File: src/sv/flb_pkg.sv
`timescale 1ns / 1ps
`default_nettype none
// ---------------------------------------------------------------------------
// flb_pkg: shared types and constants
// Command and status bundles between controller and datapath, codes.
// ---------------------------------------------------------------------------
package flb_pkg;

  localparam int DEF_MAX_BACKENDS = 8;
  localparam int DEF_FLOW_ENTRIES = 1024;

  localparam logic [1:0] VERDICT_PASS    = 2'd0;
  localparam logic [1:0] VERDICT_DROP    = 2'd1;
  localparam logic [1:0] VERDICT_FORWARD = 2'd2;
  localparam logic [1:0] VERDICT_ABORT   = 2'd3;

  localparam logic [0:0]  ACTION_SETUP = 1'b1;
  localparam logic [15:0] ETYPE_IPV4   = 16'h0800;
  localparam logic [7:0]  PROTO_UDP    = 8'd17;
  localparam logic [16:0] ETH_BYTES    = 17'd14;
  localparam logic [16:0] IP_MIN_BYTES = 17'd20;
  localparam logic [16:0] UDP_BYTES    = 17'd8;

  localparam int DIV_W = 32;

  typedef struct packed {
    logic load;
    logic check;
    logic scan;
    logic div_start;
    logic bstep;
    logic pick;
    logic commit;
    logic out_load;
  } flb_cmd_t;

  typedef struct packed {
    logic udp;
    logic hit;
    logic miss;
    logic b_more;
    logic div_done;
    logic have;
  } flb_sts_t;

endpackage
`default_nettype wire

File: src/sv/flb_ctrl.sv
`timescale 1ns / 1ps
`default_nettype none
// ---------------------------------------------------------------------------
// flb_ctrl: sequencing state machine
// Steps an item through checks, flow scan, backend load search and commit.
// ---------------------------------------------------------------------------
module flb_ctrl
  import flb_pkg::*;
(
  input  wire logic     clk,
  input  wire logic     rst_n,
  input  wire logic     in_valid,
  output logic          in_ready,
  output logic          out_valid,
  input  wire logic     out_ready,
  input  wire flb_sts_t sts,
  output flb_cmd_t      cmd
);

  typedef enum logic [8:0] {
    S_IDLE   = 9'b000000001,
    S_CHECK  = 9'b000000010,
    S_SCAN   = 9'b000000100,
    S_BTEST  = 9'b000001000,
    S_DIVS   = 9'b000010000,
    S_DIVW   = 9'b000100000,
    S_PICK   = 9'b001000000,
    S_COMMIT = 9'b010000000,
    S_FIN    = 9'b100000000
  } state_t;

  state_t state_r, state_nxt;
  logic   out_valid_r, out_valid_nxt;

  assign in_ready  = (state_r == S_IDLE);
  assign out_valid = out_valid_r;

  always_comb begin
    state_nxt     = state_r;
    cmd           = '0;
    out_valid_nxt = out_valid_r && !out_ready;
    case (state_r)
      S_IDLE: begin
        if (in_valid) begin
          cmd.load  = 1'b1;
          state_nxt = S_CHECK;
        end
      end
      S_CHECK: begin
        cmd.check = 1'b1;
        state_nxt = sts.udp ? S_SCAN : S_FIN;
      end
      S_SCAN: begin
        cmd.scan = 1'b1;
        if (sts.hit) state_nxt = S_COMMIT;
        else if (sts.miss) state_nxt = S_BTEST;
      end
      S_BTEST: state_nxt = sts.b_more ? S_DIVS : S_PICK;
      S_DIVS: begin
        cmd.div_start = 1'b1;
        state_nxt     = S_DIVW;
      end
      S_DIVW: begin
        if (sts.div_done) begin
          cmd.bstep = 1'b1;
          state_nxt = S_BTEST;
        end
      end
      S_PICK: begin
        cmd.pick  = 1'b1;
        state_nxt = sts.have ? S_COMMIT : S_FIN;
      end
      S_COMMIT: begin
        cmd.commit = 1'b1;
        state_nxt  = S_FIN;
      end
      S_FIN: begin
        // result register free or emptied this cycle
        if (!out_valid_r || out_ready) begin
          cmd.out_load  = 1'b1;
          out_valid_nxt = 1'b1;
          state_nxt     = S_IDLE;
        end
      end
      default: state_nxt = S_IDLE;
    endcase
  end

  always_ff @(posedge clk) begin
    if (!rst_n) begin
      state_r     <= S_IDLE;
      out_valid_r <= 1'b0;
    end else begin
      state_r     <= state_nxt;
      out_valid_r <= out_valid_nxt;
    end
  end

endmodule
`default_nettype wire

File: config.mk
export PLATFORM = sky130hd
export DESIGN_NAME = flb_ctrl
export DESIGN_NICKNAME = d
export VERILOG_FILES = /design/src/sv/flb_pkg.sv /design/src/sv/flb_ctrl.sv
export SDC_FILE = /design/constraint.sdc
export NUM_CORES = 1
export LEC_CHECK = 0
export BUFFER_PORTS_ARGS = -buffer_cell sky130_fd_sc_hd__buf_2
export CELL_PAD_IN_SITES_DETAIL_PLACEMENT = 1
export CELL_PAD_IN_SITES_GLOBAL_PLACEMENT = 1
export CORE_MARGIN = 2
export CORE_UTILIZATION = 32
export DETAILED_ROUTE_END_ITERATION = 7
export PLACE_DENSITY = 0.73
export SYNTH_ARGS = -nofsm -noshare
export SYNTH_HDL_FRONTEND = slang
export SYNTH_SLANG_ARGS = --single-unit
File: constraint.sdc
create_clock -name clk -period 2.05 [get_ports clk]
set_clock_uncertainty 0.2 [all_clocks]
set_input_delay 0.41 -clock clk [delete_from_list [all_inputs] [get_ports clk]]
set_output_delay 0.41 -clock clk [all_outputs]
set_load 0.005 [all_outputs]
# == Yosys cells after proc, flatten, opt, wreduce, memory -nomap -nowiden ==
# Cells that the tools add are included.
# W data, S select, Z words.
# classes
n_reduce_logical,5
muxes,22
eq_ne,13
# ops
cell,count
$pmux W9 S9,1
$mux W9,7
$mux W1,13
$eq A9 B1 Y1 const B,1
$eq A9 B2 Y1 const B,1
$eq A9 B3 Y1 const B,1
$eq A9 B4 Y1 const B,1
$eq A9 B5 Y1 const B,1
$eq A9 B6 Y1 const B,1
$eq A9 B7 Y1 const B,1
$eq A9 B8 Y1 const B,1
$eq A9 B9 Y1 const B,1
$mux W7,1
$ne A2 B2 Y1 const B,3
$reduce_and A4 Y1,1
$ne A3 B3 Y1 const B,1
$logic_not A1 Y1,2
$logic_and A1 B1 Y1,1
$logic_or A1 B1 Y1,1
# word_totals
output_inout_bits,10
elab_cells,42
register_bits,10

# == Longest topological paths before layout ==
# Gate-level depths: netlist of run 1.
# logic_depth
word_depth,4
mapped_depth,6
mapped_depth_nobuf,5

# == Worst setup path after synthesis of run 1 ==
# Ideal clock, no wire load.
# synth_path
path_kind,register to output
startpoint,register state_r[4]
endpoint,output port cmd[7] in the netlist's numbering
required_time_ns,1.440
t_arrival_ns,1.468
path_buffers,1
slack_ns,-0.028
path_stages_with_launch,7
path_cell_list,dfxtp_1 > buf_6 > nor4_4 > nand2_1 > or4b_4 > inv_2 > and2_1
# synth_rtl
item,line_no,rtl
"start, declared",flb_ctrl.sv:32,"state_t state_r, state_nxt;"
"start signal, assigned",flb_ctrl.sv:94,state_r <= state_nxt;
"end, declared",flb_ctrl.sv:17,output flb_cmd_t cmd

==> results of run 1 <==
## synth_stat cells, drive strengths merged (3+ instances only)
| cell | number | area share, % |
|---|---|---|
| nand2 | 5 | 2.8 |
| nor3 | 4 | 2.9 |
| and3 | 4 | 3.7 |
| clkbuf | 3 | 1.7 |
| a21boi | 3 | 3.3 |
| nor4b | 4 | 5.2 |
| inv | 6 | 3.3 |
| dfxtp | 10 | 29 |
| nor2 | 7 | 3.9 |
| nor2b | 3 | 2.8 |
## power groups by stage
stage	Combinational (mW)	Clock, mW	Sequential (mW)
after floorplan	0.0473	0	0.212
after global routing	0.135	0.209	0.218
after global placement	0.0837	0	0.214
final	0.124	0.200	0.217
after CTS	0.0980	0.194	0.216
after detailed placement	0.0880	0	0.214
## worst paths after layout
| kind | end | slack (ns) | cells past startpoint |
|---|---|---|---|
| min reg2reg | out_valid$_SDFF_PN0_ | 0.34 | 2 |
| max | cmd[7] | -0.39 | 6 |
| max reg2reg | state_r[3]$_SDFFE_PN0P_ | 0.10 | 5 |
| min | state_r[6]$_SDFFE_PN0P_ | 0.09 | 2 |
## registers in the layout, summed over array words and instances, names as in the netlist
register and count:
out_valid 1, state_r 9
## placed cells by master (no fill, tap or decap), types with 2 or more instances in the layout
| cell type | count |
|---|---|
| o2bb2ai_1 | 2 |
| dfxtp_1 | 3 |
| inv_1 | 4 |
| nor2b_1 | 3 |
| a21boi_1 | 3 |
| o211ai_1 | 2 |
| nand4_1 | 2 |
| nor3_4 | 2 |
| nor3_1 | 2 |
| buf_4 | 19 |
| inv_2 | 2 |
| nor4_4 | 2 |
| buf_2 | 18 |
| o21ai_0 | 2 |
| buf_6 | 3 |
| clkbuf_4 | 3 |
| xor2_1 | 2 |
| dfxtp_2 | 6 |
| and3_1 | 4 |
| nor2_1 | 6 |
| nand2_1 | 5 |
| nand2b_1 | 2 |
| nor4b_1 | 2 |
## routing by layer
layer  vias to the layer above  routed length [um]
met5                         -                   0
li1                        387                   -
met3                         6                 126
met1                       409                1140
met2                        31                1470
met4                         0                  54
## worst register-to-register path: stages, from the launching register on
cell      delay [ns]
dfxtp_2         0.34
nor4_4          0.30
nand2_1         0.12
or4b_4          0.51
buf_4           0.16
o2111a_1        0.23
## through the flow
step	area (um^2)	util (%)	setup slack, ns
after floorplan	681	-	0.0153
after global placement	866	43.7	-0.0159
after detailed placement	866	43.7	-0.0816
after CTS	971	49.0	-0.389
after global routing	1060	53.7	-0.486
final	1060	53.7	-0.391
## timing repair
item / CTS / global route
resized for setup: 8 / 14
setup endpoints to repair: 9 / 9
pin swaps: 7 / 5
buffers inserted: 3 / 7
hold buffers: 0 / 0
cloned: 0 / 0
## area by class of cell
type	instances	area (um^2)
well taps	27	33.8
fillers	251	917
multi-input cells	62	494
flip-flops and latches	10	211
repair buffers	40	267
clock buffers	4	36.3
inverters	6	22.5
## kinds of logic after synthesis
family	synth area share (%)
xor+xnor	2.58
simple gates	41.8
flops	29.5
compound gates	17.5
mux	1.47
buf+inv	7.18
==> impl_metrics.ini, run 1 <==
[outcome]
outcome = finished, violations left
violations = negative setup slack

[floorplan]
fp.dieH_um = 50.1
fp-row-count = 16
fp.dieW_um = 50.1
io_pins = 20
fp.dieArea_mm2 = 0.00251
initial_core_util_pct = 34.3
core_area_mm2 = 0.00198

[placement]
port_buffers = 19
dp_cells = 135
gp_congestion = 0.798
hpwl_um = 1700

[clock_tree]
numCtsBuffers = 3
clk_latency_ns = 0.29
clock_path_buffers = 2
clkTransAtPathRegs_ns = 0.08
root_buffer = clkbuf_4
cts_tree = built
cts_max_level = 1
clock_sinks = 10

[min_path]
min_from = sts[2]
hold_class = in -> reg

[critical_path]
worstSetupEndpointType = primary output
cp.buffers_inverters = 2
arrival_ns = 1.83
critPathRequiredTime_ns = 1.44
crit_slowest_cell = or4b_4
path_max_fanout = 2
criticalPathCategory = reg -> out
critPathLaunchType = flop
timing.rr.start = state_r[3]$_SDFFE_PN0P_
crit_start = state_r[3]$_SDFFE_PN0P_
critPathMaxStageDelay_ns = 0.51
cp_cell_sequence = nor4_4, nand2_1, or4b_4, inv_2, and2_1, buf_2
path_delay_family = simple AND/OR/NAND/NOR gates

[timing]
rsz0062_at_grt = true
min_period_over_period_pct = 119
relSlewSlack_pct = 74.0
hold_ws_ns = 0.0853
max_freq_mhz = 410
tns_ns = -0.753
report.final.hold_viol_count = 0
setup_viol = 2
slew_viol_final = 0
tightest_slew_ns = 0.388
fin_crit_ns = 2.44
layout_setup_ws_ns = -0.391

[global_route]
grt_antenna_before_repair = 0
grt_use_met2_pct = 40.4
grt-busiest-layer = met2
grt.total_usage_pct = 21.5
grt_first_pass_wirelength_um = 3930
grt_max_degree = 11
gr-total-overflow = 0
grt.met1_usage_pct = 24.3
grt_pass1_vias = 810
grt_util_met3_pct = 5.76

[yosys]
synth_cell_types = 38
synth-edff-count = 0
ys_seq_area_share_pct = 29.5
synth_fp_nets = 93
synthCells = 83
synth_top_flop_cell = dfxtp_1
synthArstFlopShare_pct = 0
synth_seq_cells = 10
netlist_area_um2 = 679
ys_warn_count = 0
synth.avg_cell_area_um2 = 8.19

[power]
fin_total_pwr_mw = 0.542
power_frac_comb_pct = 22.9
swShare_pct = 29.8
p_seq_share_pct = 40.1
p_int_mw = 0.380
powerDensity_mw_per_mm2 = 509
vdd_ir_drop_max_mv = 0.397
leakage_nw = 0.495
switching_power_mw = 0.162
p_clk_share_pct = 37.0

[routing]
drtAntennaViolNets = 0
firstDrtPassIters = 4
drt-total-wl_um = 2800
num_vias = 833
wl_per_cell_um = 18.8
drc = 0
vias_per_cell = 5.59
drt_iter0_drc = 21

[final_layout]
drive_gt1_share_pct = 50.8
syn2layout_area_growth_pct = 56.7
finalNonFillerCells = 149
fin_nets = 133
diodes = 0

[flow_run]
cap_viol_max_count = 0
(Power assumes the default switching activity.)
==> inputs of run 2 (changes only) <==
Settings changed: ABC_AREA set to 1, CORE_UTILIZATION 32 to 31, PLACE_DENSITY 0.73 to 0.72.
==> impl_metrics.ini, run 2 <==
[outcome]
outcome = finished, final reports clean

[min_path]
whs_path_depth = 3
min_from = sts[2]
hold_class = in -> reg

[yosys]
synth.area.top_cells = dfxtp_1, inv_1, nor2_1
synth_top_flop_cell = dfxtp_1
synthArstFlopShare_pct = 0
synth_seq_cells = 10
netlist_area_um2 = 798
synth-edff-count = 0
ys_warn_count = 0
synth_top_cells_by_count = inv_1, nor2_1, nand2_1, nand3_1, dfxtp_1
synthCells = 128
synth_fp_nets = 138
synth_cell_types = 20
synth.avg_cell_area_um2 = 6.24
ys_seq_area_share_pct = 25.1
yosysTopAreaCell = dfxtp_1
synth_top_area_share_pct = 25.1

[clock_tree]
clock_path_buffers = 2
clk_latency_ns = 0.27
cts_max_level = 1
root_buffer = clkbuf_4
cts_tree = built
holdBufCountCts = 0
numCtsBuffers = 3
clkTransAtPathRegs_ns = 0.07
clock_sinks = 10

[critical_path]
path_max_fanout = 4
critPathLaunchType = flop
r2r_end = state_r[6]$_SDFFE_PN0P_
critPathRequiredTime_ns = 1.44
reg2reg_slack_ns = 0.25
crit_slowest_cell = dfxtp_1
criticalPathCategory = reg -> out
crit_path_end = cmd[7]
timing.rr.start = state_r[5]$_SDFFE_PN0P_
r2r_cells = 11
cp.buffers_inverters = 2
critPathMaxStageDelay_ns = 0.34
cp_cell_sequence = inv_2, nand2_2, nor2_1, nand3_4, nor2_4, buf_2
path_delay_family = simple AND/OR/NAND/NOR gates
crit_cells = 6
worstSetupEndpointType = primary output
crit_start = state_r[2]$_SDFFE_PN0P_
arrival_ns = 1.34

[timing]
relSlewSlack_pct = 80.3
min_period_over_period_pct = 94.9
max_freq_mhz = 514
setup_viol = 0
report.final.hold_viol_count = 0
tightest_slew_ns = 0.294
rsz0062_at_grt = false
fin_crit_ns = 1.95
tns_ns = 0
hold_ws_ns = 0.167
slew_viol_final = 0

[placement]
place_area_um2 = 931
gp_congestion = 0.859
hpwl_um = 2010
dp_cells = 177
port_buffers = 19

[global_route]
gr-total-overflow = 0
grt.total_usage_pct = 19.5
grt.met1_usage_pct = 23.7
grt-busiest-layer = met2
grt_first_pass_wirelength_um = 4130
grt_util_met3_pct = 4.37
grt_pass1_vias = 901
grt_antenna_before_repair = 0
grt_use_met2_pct = 32.5
grt_max_degree = 8

[final_layout]
ff_latch_area_um2 = 204
fin_nets = 169
final_area_mm2 = 0.00105
top_register = state_r
final_common_cell = inv_1
syn2layout_area_growth_pct = 31.5
drive_gt1_share_pct = 43.3
multi_input_area_um2 = 529
final_cell_mix = inv_1, nor2_1, buf_2
largest_reg_flops = 9
diodes = 0
finalNonFillerCells = 187
fill_cells = 347

[power]
leakage_nw = 0.601
switching_power_mw = 0.522
powerDensity_mw_per_mm2 = 1020
p_int_mw = 0.544
power_frac_comb_pct = 62.3
p_seq_share_pct = 24.1
vdd_ir_drop_max_mv = 0.614
swShare_pct = 49.0
p_clk_share_pct = 13.6

[routing]
drt_iter0_drc = 9
vias_per_cell = 4.80
num_vias = 898
drt-total-wl_um = 2500
wl_per_cell_um = 13.4
drtAntennaViolNets = 0
drc = 0
firstDrtPassIters = 4

[floorplan]
initial_core_util_pct = 32.5
fp-row-count = 18
io_pins = 20
core_area_mm2 = 0.00245
fp.dieW_um = 54.7
fp.dieArea_mm2 = 0.00300
fp.dieH_um = 54.7

[flow_run]
cap_viol_max_count = 0
run 2: cell count changes after synthesis, sizes merged, moves of 5 or more:
cell / before / now
nand2: 5 / 25
nand4: 2 / 7
nor2: 7 / 35
inv: 6 / 29
nand3: 1 / 14
run 2: metal layers:
layer,share of wire (%),vias up
met3,3.6,7
met4,2.6,0
met2,51,19
li1,-,453
met5,0,-
met1,43,419
run 2: logic make-up (layout without fill, tap and decap cells):
| logic type | count (synthesis) | after routing | synth area share [%] |
|---|---|---|---|
| buf+inv | 29 | 58 | 13.6 |
| compound gates | 5 | 5 | 3.92 |
| flops | 10 | 10 | 25.1 |
| simple gates | 84 | 84 | 57.4 |
run 2: power by group through the flow:
stage	registers [mW]	logic [mW]	clock network [mW]
2_1_floorplan	0.251	0.402	0
3_3_place_gp	0.258	0.526	0
3_5_place_dp	0.260	0.542	0
4_1_cts	0.256	0.570	0.149
5_1_grt	0.262	0.735	0.161
6_report	0.257	0.665	0.145
run 2: final cells by class:
type	instances	area share [%]
Tap cell	30	3.58
Inverter	29	10.4
Timing Repair Buffer	26	14.1
Multi-Input combinational cell	89	50.4
Sequential cell	10	19.4
Clock buffer	3	2.15
run 2: worst min-delay path by stage:
stage / end / slack, ns
after floorplan: state_r[0]$_SDFFE_PN1P_ / 0.29
after global placement: out_valid$_SDFF_PN0_ / 0.36
after detailed placement: out_valid$_SDFF_PN0_ / 0.37
after CTS: state_r[4]$_SDFFE_PN0P_ / 0.17
after global routing: state_r[4]$_SDFFE_PN0P_ / 0.19
final: state_r[4]$_SDFFE_PN0P_ / 0.17
run 2: repair_timing:
item                                    CTS  global route
endpoints found under the setup margin    1            10
pin swaps                                 3             3
gates resized for setup                   1            13
buffers inserted                          2             5
run 2: per-stage QoR:
step / setup slack, ns / power (mW) / util [%]
finish: 0.105 / 1.07 / 42.8
global route: 0.000442 / 1.16 / 42.8
CTS: 0.0222 / 0.975 / 39.6
detailed placement: 0.290 / 0.803 / 37.9
global placement: 0.341 / 0.784 / 37.9
floorplan: 0.540 / 0.654 / -
run 2: worst min-delay path, cell delays in order:
cell     delay, ns
buf_2         0.10
nand2_1       0.05
nor2_1        0.03
